### config.mk
export PLATFORM = sky130hd
export DESIGN_NAME = dirty_rectangle_tracker_core
export DESIGN_NICKNAME = d
export VERILOG_FILES = /design/src/hdl/drt_pkg.sv /design/src/hdl/dirty_rectangle_tracker_core.sv /design/src/hdl/drt_cell.sv
export SDC_FILE = /design/constraint.sdc
export NUM_CORES = 2
export LEC_CHECK = 0
export BUFFER_PORTS_ARGS = -buffer_cell sky130_fd_sc_hd__clkbuf_2
export CAP_MARGIN = 20
export CORE_AREA = 2 2 376 415
export CTS_BUF_LIST = sky130_fd_sc_hd__clkbuf_4
export DETAILED_ROUTE_END_ITERATION = 8
export DIE_AREA = 0 0 378 417
export PLACE_DENSITY = 0.55
export SYNTH_ARGS = -nofsm -noshare
export SYNTH_HDL_FRONTEND = slang
export SYNTH_SLANG_ARGS = --single-unit
### constraint.sdc
create_clock -name clk -period 12.7 [get_ports clk]
set_input_delay 1.905 -clock clk [delete_from_list [all_inputs] [get_ports clk]]
set_output_delay 1.905 -clock clk [all_outputs]
set_load 0.01 [all_outputs]
### src/hdl/drt_pkg.sv
// Shared types, sizes and codes for the dirty rectangle tracker.
// No dependencies; every other file of the block imports this package.
package drt_pkg;

    localparam int MAX_REGIONS   = 16;
    localparam int BUFFER_WIDTH  = 256;
    localparam int BUFFER_HEIGHT = 384;
    localparam int HALF_HEIGHT   = BUFFER_HEIGHT / 2;

    localparam int IN_W    = 11;
    localparam int EXT_W   = IN_W + 1;
    localparam int LEFT_W  = 8;
    localparam int COORD_W = 9;
    localparam int COUNT_W = $clog2(MAX_REGIONS + 1);
    localparam int WALK_W  = (MAX_REGIONS > 1) ? $clog2(MAX_REGIONS) : 1;

    localparam logic [1:0] MODE_INVALIDATE = 2'd0;
    localparam logic [1:0] MODE_REQUEST    = 2'd1;
    localparam logic [1:0] MODE_SERVICE    = 2'd2;

    typedef struct packed {
        logic [LEFT_W-1:0]  left;
        logic [COORD_W-1:0] top;
        logic [COORD_W-1:0] right;
        logic [COORD_W-1:0] bottom;
    } region_t;

    typedef struct packed {
        logic active;
        logic found;
    } probe_t;

    typedef enum logic [1:0] {
        CELL_HOLD,
        CELL_SHIFT_UP,
        CELL_SHIFT_DOWN
    } cell_op_t;

    typedef struct packed {
        cell_op_t op;
        region_t  rect;
    } cell_ctrl_t;

    typedef enum logic [1:0] {
        ST_IDLE,
        ST_WALK,
        ST_COMMIT,
        ST_FLUSH
    } state_t;

endpackage

### src/hdl/dirty_rectangle_tracker_core.sv
// Top level of the dirty rectangle tracker: input rounding and clipping,
// sequencer, output register and the chain of region cells.
// Depends on drt_pkg and drt_cell.
//
//   channel   handshake         payload
//   -------   ---------------   ----------------------------------------------
//   command   start / busy      mode, rect_left, rect_top, rect_right, rect_bottom
//   result    strobe (1 cycle)  screen, out_left, out_top, out_right, out_bottom, last
//
// Busy: an invalidate that survives clipping holds busy while the probe token
// walks the whole chain and through the commit step after it; no new command
// is taken until then. A dropped rectangle, a request and an unused mode leave
// busy low. A service emits one result per cycle from the head of the chain,
// which shifts down as each region is finished, and holds busy until its last
// result. Reset clears the count, the pending flag and the sequencer; the
// stored regions are not cleared. Results cannot be stalled by the receiver.
module dirty_rectangle_tracker_core (
    input  logic                       clk,
    input  logic                       rst_n,
    input  logic                       start,
    output logic                       busy,
    input  logic [1:0]                 mode,
    input  logic signed [drt_pkg::IN_W-1:0] rect_left,
    input  logic signed [drt_pkg::IN_W-1:0] rect_top,
    input  logic signed [drt_pkg::IN_W-1:0] rect_right,
    input  logic signed [drt_pkg::IN_W-1:0] rect_bottom,
    output logic                       strobe,
    output logic                       screen,
    output logic [7:0]                 out_left,
    output logic [7:0]                 out_top,
    output logic [8:0]                 out_right,
    output logic signed [8:0]          out_bottom,
    output logic                       last
);
    import drt_pkg::*;

    localparam region_t FULL_SCREEN = '{
        left:   '0,
        top:    '0,
        right:  COORD_W'(BUFFER_WIDTH),
        bottom: COORD_W'(BUFFER_HEIGHT)
    };

    state_t                state_reg, state_next;
    logic [COUNT_W-1:0]    count_reg, count_next;
    logic                  pending_reg, pending_next;
    logic                  half_reg, half_next;
    logic [WALK_W-1:0]     walk_reg, walk_next;
    region_t               rect_reg, rect_next;

    logic                  strobe_reg, strobe_next;
    logic                  screen_reg, screen_next;
    logic [7:0]            left_reg, left_next;
    logic [7:0]            top_reg, top_next;
    logic [8:0]            right_reg, right_next;
    logic [8:0]            bottom_reg, bottom_next;
    logic                  last_reg, last_next;

    cell_ctrl_t            ctrl;
    probe_t                launch;
    region_t               cell_q  [MAX_REGIONS];
    probe_t                probe_q [MAX_REGIONS];
    logic [MAX_REGIONS-1:0] in_use;
    logic [MAX_REGIONS-1:0] probe_act;

    logic                  accept;
    logic signed [EXT_W-1:0] l_ext, t_ext, b_ext, r_sum, l_even, r_even;
    logic                  drop;
    region_t               clipped;
    region_t               head;
    logic [COORD_W:0]      bot_rebased;
    logic [COORD_W-1:0]    top_rebased;

    assign accept = start && !busy;
    assign busy   = (state_reg != ST_IDLE);
    assign head   = cell_q[0];

    // Round the left and right edges to even, drop off-screen rectangles, clip the rest.
    always_comb
    begin
        l_ext  = {rect_left[IN_W-1], rect_left};
        t_ext  = {rect_top[IN_W-1], rect_top};
        b_ext  = {rect_bottom[IN_W-1], rect_bottom};
        r_sum  = {rect_right[IN_W-1], rect_right} + EXT_W'(1);
        l_even = {l_ext[EXT_W-1:1], 1'b0};
        r_even = {r_sum[EXT_W-1:1], 1'b0};

        drop = (l_even >= $signed(EXT_W'(BUFFER_WIDTH))) ||
               (r_even <= $signed(EXT_W'(0))) ||
               (b_ext <= $signed(EXT_W'(0))) ||
               (t_ext >= $signed(EXT_W'(BUFFER_HEIGHT)));

        clipped.left   = (l_even < $signed(EXT_W'(0))) ? '0 : l_even[LEFT_W-1:0];
        clipped.right  = (r_even > $signed(EXT_W'(BUFFER_WIDTH))) ?
                         COORD_W'(BUFFER_WIDTH) : r_even[COORD_W-1:0];
        clipped.top    = (t_ext < $signed(EXT_W'(0))) ? '0 : t_ext[COORD_W-1:0];
        clipped.bottom = (b_ext > $signed(EXT_W'(BUFFER_HEIGHT))) ?
                         COORD_W'(BUFFER_HEIGHT) : b_ext[COORD_W-1:0];
    end

    // Bottom-half coordinates of the head region.
    assign top_rebased = head.top - COORD_W'(HALF_HEIGHT);
    assign bot_rebased = {1'b0, head.bottom} - (COORD_W+1)'(HALF_HEIGHT);

    always_comb
    begin
        state_next   = state_reg;
        count_next   = count_reg;
        pending_next = pending_reg;
        half_next    = half_reg;
        walk_next    = walk_reg;
        rect_next    = rect_reg;

        strobe_next  = 1'b0;
        screen_next  = screen_reg;
        left_next    = left_reg;
        top_next     = top_reg;
        right_next   = right_reg;
        bottom_next  = bottom_reg;
        last_next    = 1'b0;

        ctrl.op      = CELL_HOLD;
        ctrl.rect    = rect_reg;
        launch       = '0;

        case (state_reg)
            ST_IDLE:
            begin
                if (accept)
                begin
                    case (mode)
                        MODE_INVALIDATE:
                        begin
                            rect_next = clipped;
                            walk_next = '0;
                            if (!drop)
                            begin
                                state_next = ST_WALK;
                            end
                        end
                        MODE_REQUEST:
                        begin
                            pending_next = 1'b1;
                        end
                        MODE_SERVICE:
                        begin
                            // a service without a pending request is a no-op
                            if (pending_reg)
                            begin
                                pending_next = 1'b0;
                                half_next    = 1'b0;
                                if (count_reg != '0)
                                begin
                                    state_next = ST_FLUSH;
                                end
                            end
                        end
                        default:
                        begin
                        end
                    endcase
                end
            end
            ST_WALK:
            begin
                // inject the token into the newest cell on the first step
                launch.active = (walk_reg == '0);
                walk_next     = walk_reg + WALK_W'(1);
                if (walk_reg == WALK_W'(MAX_REGIONS - 1))
                begin
                    state_next = ST_COMMIT;
                end
            end
            ST_COMMIT:
            begin
                state_next = ST_IDLE;
                if (!probe_q[MAX_REGIONS-1].found)
                begin
                    ctrl.op = CELL_SHIFT_UP;
                    if (count_reg >= COUNT_W'(MAX_REGIONS))
                    begin
                        // table full: collapse to one full-screen region
                        ctrl.rect  = FULL_SCREEN;
                        count_next = COUNT_W'(1);
                    end
                    else
                    begin
                        count_next = count_reg + COUNT_W'(1);
                    end
                end
            end
            ST_FLUSH:
            begin
                strobe_next = 1'b1;
                left_next   = head.left;
                right_next  = head.right;
                if (half_reg)
                begin
                    // lower piece of a region that spans both halves
                    screen_next = 1'b1;
                    top_next    = '0;
                    bottom_next = bot_rebased[8:0];
                    half_next   = 1'b0;
                end
                else if (head.top < COORD_W'(HALF_HEIGHT))
                begin
                    screen_next = 1'b0;
                    top_next    = head.top[7:0];
                    if (head.bottom <= COORD_W'(HALF_HEIGHT))
                    begin
                        bottom_next = head.bottom[8:0];
                    end
                    else
                    begin
                        bottom_next = 9'(HALF_HEIGHT);
                        half_next   = 1'b1;
                    end
                end
                else
                begin
                    screen_next = 1'b1;
                    top_next    = top_rebased[7:0];
                    bottom_next = bot_rebased[8:0];
                end

                // advance to the next older region once this one is done
                if (!half_next)
                begin
                    ctrl.op    = CELL_SHIFT_DOWN;
                    count_next = count_reg - COUNT_W'(1);
                    if (count_reg == COUNT_W'(1))
                    begin
                        last_next  = 1'b1;
                        state_next = ST_IDLE;
                    end
                end
            end
            default:
            begin
                state_next = ST_IDLE;
            end
        endcase
    end

    always_ff @(posedge clk or negedge rst_n)
    begin
        if (!rst_n)
        begin
            state_reg   <= ST_IDLE;
            count_reg   <= '0;
            pending_reg <= 1'b0;
            half_reg    <= 1'b0;
            walk_reg    <= '0;
            strobe_reg  <= 1'b0;
            last_reg    <= 1'b0;
        end
        else
        begin
            state_reg   <= state_next;
            count_reg   <= count_next;
            pending_reg <= pending_next;
            half_reg    <= half_next;
            walk_reg    <= walk_next;
            strobe_reg  <= strobe_next;
            last_reg    <= last_next;
        end
    end

    always_ff @(posedge clk)
    begin
        rect_reg   <= rect_next;
        screen_reg <= screen_next;
        left_reg   <= left_next;
        top_reg    <= top_next;
        right_reg  <= right_next;
        bottom_reg <= bottom_next;
    end

    assign strobe     = strobe_reg;
    assign screen     = screen_reg;
    assign out_left   = left_reg;
    assign out_top    = top_reg;
    assign out_right  = right_reg;
    assign out_bottom = $signed(bottom_reg);
    assign last       = last_reg;

    // Cell 0 holds the newest region; older regions sit further down the chain.
    for (genvar i = 0; i < MAX_REGIONS; i++)
    begin : g_cell
        region_t up_src;
        region_t dn_src;
        probe_t  probe_src;

        if (i == 0)
        begin : g_head
            assign up_src    = ctrl.rect;
            assign probe_src = launch;
        end
        else
        begin : g_body
            assign up_src    = cell_q[i-1];
            assign probe_src = probe_q[i-1];
        end

        if (i == MAX_REGIONS - 1)
        begin : g_tail
            assign dn_src = cell_q[i];
        end
        else
        begin : g_link
            assign dn_src = cell_q[i+1];
        end

        assign in_use[i]    = (COUNT_W'(i) < count_reg);
        assign probe_act[i] = probe_q[i].active;

        drt_cell u_cell (
            .clk       (clk),
            .rst_n     (rst_n),
            .ctrl      (ctrl),
            .in_use    (in_use[i]),
            .up_in     (up_src),
            .dn_in     (dn_src),
            .probe_in  (probe_src),
            .probe_out (probe_q[i]),
            .region    (cell_q[i])
        );
    end

    // The region count never exceeds the table size.
    a_count_bound: assert property (@(posedge clk) disable iff (!rst_n)
        count_reg <= COUNT_W'(MAX_REGIONS))
        else $error("region count above table size");

    // At most one probe token travels the chain.
    a_one_token: assert property (@(posedge clk) disable iff (!rst_n)
        $onehot0(probe_act))
        else $error("more than one probe token in the chain");

    // No token is left in the chain while idle.
    a_idle_clear: assert property (@(posedge clk) disable iff (!rst_n)
        (state_reg == ST_IDLE) |-> (probe_act == '0))
        else $error("probe token alive while idle");

    // Results come only out of a flush.
    a_strobe_src: assert property (@(posedge clk) disable iff (!rst_n)
        strobe_reg |-> $past(state_reg == ST_FLUSH))
        else $error("result strobe outside a flush");

    // The final result of a flush leaves the table empty.
    a_last_empty: assert property (@(posedge clk) disable iff (!rst_n)
        last_reg |-> (strobe_reg && (count_reg == '0)))
        else $error("last result with regions still stored");

endmodule

### src/hdl/drt_cell.sv
// One cell of the region chain: holds one region, merges the probe
// rectangle on a hit and hands its probe token and region to its neighbors.
// Depends on drt_pkg.
module drt_cell (
    input  logic                clk,
    input  logic                rst_n,
    input  drt_pkg::cell_ctrl_t ctrl,
    input  logic                in_use,
    input  drt_pkg::region_t    up_in,
    input  drt_pkg::region_t    dn_in,
    input  drt_pkg::probe_t     probe_in,
    output drt_pkg::probe_t     probe_out,
    output drt_pkg::region_t    region
);
    import drt_pkg::*;

    region_t region_reg;
    region_t region_next;
    region_t merged;
    probe_t  probe_reg;
    probe_t  probe_next;
    logic [COORD_W-1:0] g_left;
    logic [COORD_W-1:0] p_left;
    logic overlap;
    logic hit;

    always_comb
    begin
        g_left  = {{(COORD_W-LEFT_W){1'b0}}, region_reg.left};
        p_left  = {{(COORD_W-LEFT_W){1'b0}}, ctrl.rect.left};
        overlap = !((p_left > region_reg.right) || (ctrl.rect.right < g_left) ||
                    (ctrl.rect.top > region_reg.bottom) ||
                    (ctrl.rect.bottom < region_reg.top));
        hit = probe_in.active && !probe_in.found && in_use && overlap;

        // grow to the bounding box
        merged = region_reg;
        if (ctrl.rect.left < region_reg.left)
        begin
            merged.left = ctrl.rect.left;
        end
        if (ctrl.rect.right > region_reg.right)
        begin
            merged.right = ctrl.rect.right;
        end
        if (ctrl.rect.top < region_reg.top)
        begin
            merged.top = ctrl.rect.top;
        end
        if (ctrl.rect.bottom > region_reg.bottom)
        begin
            merged.bottom = ctrl.rect.bottom;
        end

        case (ctrl.op)
            CELL_HOLD:       region_next = hit ? merged : region_reg;
            CELL_SHIFT_UP:   region_next = up_in;
            CELL_SHIFT_DOWN: region_next = dn_in;
            default:         region_next = region_reg;
        endcase

        probe_next.active = probe_in.active;
        probe_next.found  = probe_in.found || hit;
    end

    always_ff @(posedge clk)
    begin
        region_reg <= region_next;
    end

    always_ff @(posedge clk or negedge rst_n)
    begin
        if (!rst_n)
        begin
            probe_reg <= '0;
        end
        else
        begin
            probe_reg <= probe_next;
        end
    end

    assign probe_out = probe_reg;
    assign region    = region_reg;

endmodule
==> flow_metrics.env <==
export IMPL_outcome="finished, final reports clean"
export IMPL_grt_total_usage=0.2445
export IMPL_worst_skew_pair_late_latency_ns=1.27
export IMPL_number_of_max_capacitance_violations_reported=0
export IMPL_rows=151
export IMPL_synth_enable_flop_cells=628
export IMPL_maximum_number_of_pins_on_one_net_before_global_route_repair=185
export IMPL_period_needed_ns=6.988
export IMPL_detailedRoute_firstIterationViolations=4604
export IMPL_post_dp_hpwl_mm=137.4
export IMPL_die_width_um=378
export IMPL_avgSynthCellArea_sq_um=9.762
export IMPL_routabilityCongestion=0.8914
export IMPL_cp_required_ns=13.63
export IMPL_netlist_instances=5464
export IMPL_category_of_cells_accounting_for_the_largest_share_of_critical_path_delay="compound AO/OA/AOI/OAI gates"
export IMPL_clk_root_buffer_cell="sky130_fd_sc_hd__clkbuf_4"
export IMPL_number_of_buffers_created_by_cts=191
export IMPL_mostFrequentLayoutCells="1018 x sky130_fd_sc_hd__ha_1, 735 x sky130_fd_sc_hd__a21oi_1, 628 x sky130_fd_sc_hd__edfxtp_1"
export IMPL_drive_gt1_frac=0.1103
export IMPL_cellPowerDensity_nw_per_um2=272.4
export IMPL_path_clk_slew_ns=0.08
export IMPL_hold_violations=0
export IMPL_core_sq_um=153400
export IMPL_cts_sink_count=674
export IMPL_syn_to_final_growth_pct=11.63
export IMPL_irDropWorstVdd_mv=0.1611
export IMPL_grt_antenna_before_repair=3
export IMPL_tightest_slew_ns=1.217
export IMPL_yosysSeqAreaShare=0.3751
export IMPL_cell_leakage_power_nw=24.98
export IMPL_floorplan_initialDensity=0.3477
export IMPL_final_max_slew_violation_count=0
export IMPL_first_global_vias=45167
export IMPL_worstPathBufferInverterCount=4
export IMPL_firstDrtPassIters=8
export IMPL_postCtsResizedCells=0
export IMPL_nNetsFinal=6718
export IMPL_synth_ff_type="sky130_fd_sc_hd__edfxtp_1"
export IMPL_crit_path_top_delay_cell="sky130_fd_sc_hd__o31ai_1"
export IMPL_timing_critical_path_to_type="register"
export IMPL_post_route_drc_count=0
export IMPL_crit_type="reg2reg"
export IMPL_largest_fanout_of_any_net_on_the_critical_path=20
export IMPL_clock_tree_from_tritoncts="done"
export IMPL_tns_ns=0
export IMPL_largest_reg_flops=560
export IMPL_path_cells="nand4bb_2, buf_4, nand2_1, inv_2, buf_4, ha_1, nor2b_1, o21a_1, o21ai_0, a21oi_1, o31ai_1, nand3_1, o31ai_1, buf_4"
export IMPL_die_h_um=417
export IMPL_dr_vias_cell=5.861
export IMPL_critPathMostFrequentCell="sky130_fd_sc_hd__buf_4"
export IMPL_io_pins=87
export IMPL_routedWlPerCell_um=25.02
export IMPL_postCtsSetupBuffers=0
export IMPL_htreeDepth=4
export IMPL_wirelength_mm=197.0
export IMPL_critical_path_arrival_ns=7.92
export IMPL_final_setup_viols=0
export IMPL_rsz0062_at_grt="false"
export IMPL_ys_warn_count=0
export IMPL_min_delay_path_class="reg2reg"
export IMPL_final_period_utilization=0.5502
export IMPL_cts_max_path_buffers=3
export IMPL_highest_attainable_clock_frequency_mhz=143.1
export IMPL_grt_overflow=0
export IMPL_grt_first_pass_wirelength_mm=290.8
export IMPL_port_buffers=85
export IMPL_cts_hold_buffers=0
export IMPL_final_core_util=0.3881
export IMPL_num_vias=46155
export IMPL_die_area_sq_um=157600
export IMPL_post_syn_area_sq_um=53340
export IMPL_synth_seq_cells=674
export IMPL_relSlewSlack=0.1757
export IMPL_finClkSkew_ns=0.1100
export IMPL_async_reset_ff_frac=0.06825
export IMPL_mostFrequentLayoutCell="sky130_fd_sc_hd__ha_1"
export IMPL_postRouteAntennaNets=0
export IMPL_synth_lib_cells_used_distinct=81
export IMPL_cp_start_kind="register"
export IMPL_synthesis_nets=6535
export IMPL_slowest_delay_ns=0.86
-- routing by layer --
metal,GRT usage,vias up,part of all wire
met4,0.1186,2,0.049
met5,0,-,0.000071
met1,0.3100,22329,0.41
met3,0.03831,492,0.069
li1,-,21417,-
met2,0.4042,1915,0.47
-- final timing paths --
check	from	endpoint	slack, ns	cells past startpoint
max in group asynchronous	rst_n	g_cell[9].u_cell.probe_out[0]	11.48	2
max reg2reg	count_reg[4]	g_cell[11].u_cell.region[19]	5.71	14
min	g_cell[0].u_cell.probe_out[1]	g_cell[1].u_cell.probe_out[1]	0.35	0
min in group asynchronous	rst_n	g_cell[1].u_cell.probe_out[1]	0.74	2
min reg2reg	g_cell[0].u_cell.probe_out[1]	g_cell[1].u_cell.probe_out[1]	0.35	0
max	count_reg[4]	g_cell[11].u_cell.region[19]	5.71	14
-- through the flow --
| step | hold slack, ns | power (W) | instance area [sq um] | worst slack [ns] | std cells |
|---|---|---|---|---|---|
| 2_1_floorplan | 0.3463 | 0.01068 | 53340 | 7.928 | 5464 |
| 3_3_place_gp | 0.3534 | 0.01363 | 56780 | 6.005 | 7494 |
| 3_5_place_dp | 0.3604 | 0.01386 | 56860 | 5.907 | 7503 |
| 4_1_cts | 0.3691 | 0.01607 | 59340 | 5.841 | 7849 |
| 5_1_grt | 0.3830 | 0.01748 | 59540 | 5.634 | 7873 |
| 6_report | 0.3541 | 0.01622 | 59540 | 5.712 | 7875 |
-- layout make-up --
type	instances	area, sq um
Clock inverter	57	309.0
Timing Repair Buffer	236	1667
Inverter	582	2185
Fill cell	15476	93870
Sequential cell	674	20010
Tap cell	2065	2584
Multi-Input combinational cell	3962	30590
Antenna cell	10	25.02
Clock buffer	289	2170
-- cells in the mapped netlist (18+ instances only) --
cell / number / share of area
sky130_fd_sc_hd__nand4_1: 94 / 0.011
sky130_fd_sc_hd__a21o_1: 34 / 0.0048
sky130_fd_sc_hd__a22oi_1: 492 / 0.069
sky130_fd_sc_hd__nor2_1: 197 / 0.014
sky130_fd_sc_hd__a21oi_1: 735 / 0.069
sky130_fd_sc_hd__o31ai_1: 29 / 0.0041
sky130_fd_sc_hd__dfrtp_1: 46 / 0.022
sky130_fd_sc_hd__nand3_1: 72 / 0.0068
sky130_fd_sc_hd__a21boi_0: 24 / 0.0034
sky130_fd_sc_hd__nor2b_1: 98 / 0.011
sky130_fd_sc_hd__clkbuf_1: 229 / 0.016
sky130_fd_sc_hd__and2_1: 19 / 0.0022
sky130_fd_sc_hd__o21a_1: 67 / 0.0094
sky130_fd_sc_hd__ha_1: 1022 / 0.24
sky130_fd_sc_hd__a211o_1: 27 / 0.0044
sky130_fd_sc_hd__a2111oi_0: 29 / 0.0048
sky130_fd_sc_hd__edfxtp_1: 628 / 0.35
sky130_fd_sc_hd__inv_1: 580 / 0.041
sky130_fd_sc_hd__nand2_1: 222 / 0.016
sky130_fd_sc_hd__o21ai_0: 314 / 0.029
sky130_fd_sc_hd__o41ai_1: 36 / 0.0059
sky130_fd_sc_hd__a31oi_1: 27 / 0.0032
sky130_fd_sc_hd__a211oi_1: 41 / 0.0058
sky130_fd_sc_hd__o211ai_1: 39 / 0.0055
sky130_fd_sc_hd__nor3_1: 80 / 0.0075
sky130_fd_sc_hd__nand2b_1: 54 / 0.0063
sky130_fd_sc_hd__nand4b_1: 18 / 0.0030
-- worst register-to-register path: stages, from the launching register on --
cell                        delay [ns]
sky130_fd_sc_hd__dfrtp_1          0.67
sky130_fd_sc_hd__nand4bb_2        0.56
sky130_fd_sc_hd__buf_4            0.42
sky130_fd_sc_hd__nand2_1          0.23
sky130_fd_sc_hd__inv_2            0.65
sky130_fd_sc_hd__buf_4            0.53
sky130_fd_sc_hd__ha_1             0.34
sky130_fd_sc_hd__nor2b_1          0.13
sky130_fd_sc_hd__o21a_1           0.16
sky130_fd_sc_hd__o21ai_0          0.17
sky130_fd_sc_hd__a21oi_1          0.09
sky130_fd_sc_hd__o31ai_1          0.75
sky130_fd_sc_hd__nand3_1          0.85
sky130_fd_sc_hd__o31ai_1          0.86
sky130_fd_sc_hd__buf_4            0.29
-- power by group --
part / internal [W] / leakage, nW / switching [W]
combinational: 0.00308 / 17.0 / 0.00540
clock: 0.00108 / 1.50 / 0.00107
sequential: 0.00428 / 6.52 / 0.00131
total: 0.00844 / 25.0 / 0.00778
-- cell families after synthesis --
group	count (synthesis)	share of synthesized area
compound gates	2002	0.2366
xor+xnor	10	0.001642
fa+ha+maj	1022	0.2397
buf+inv	828	0.05869
flops	674	0.3751
mux	1	0.0002111
simple gates	927	0.08797
No activity file was read; power rests on OpenSTA's default activity.
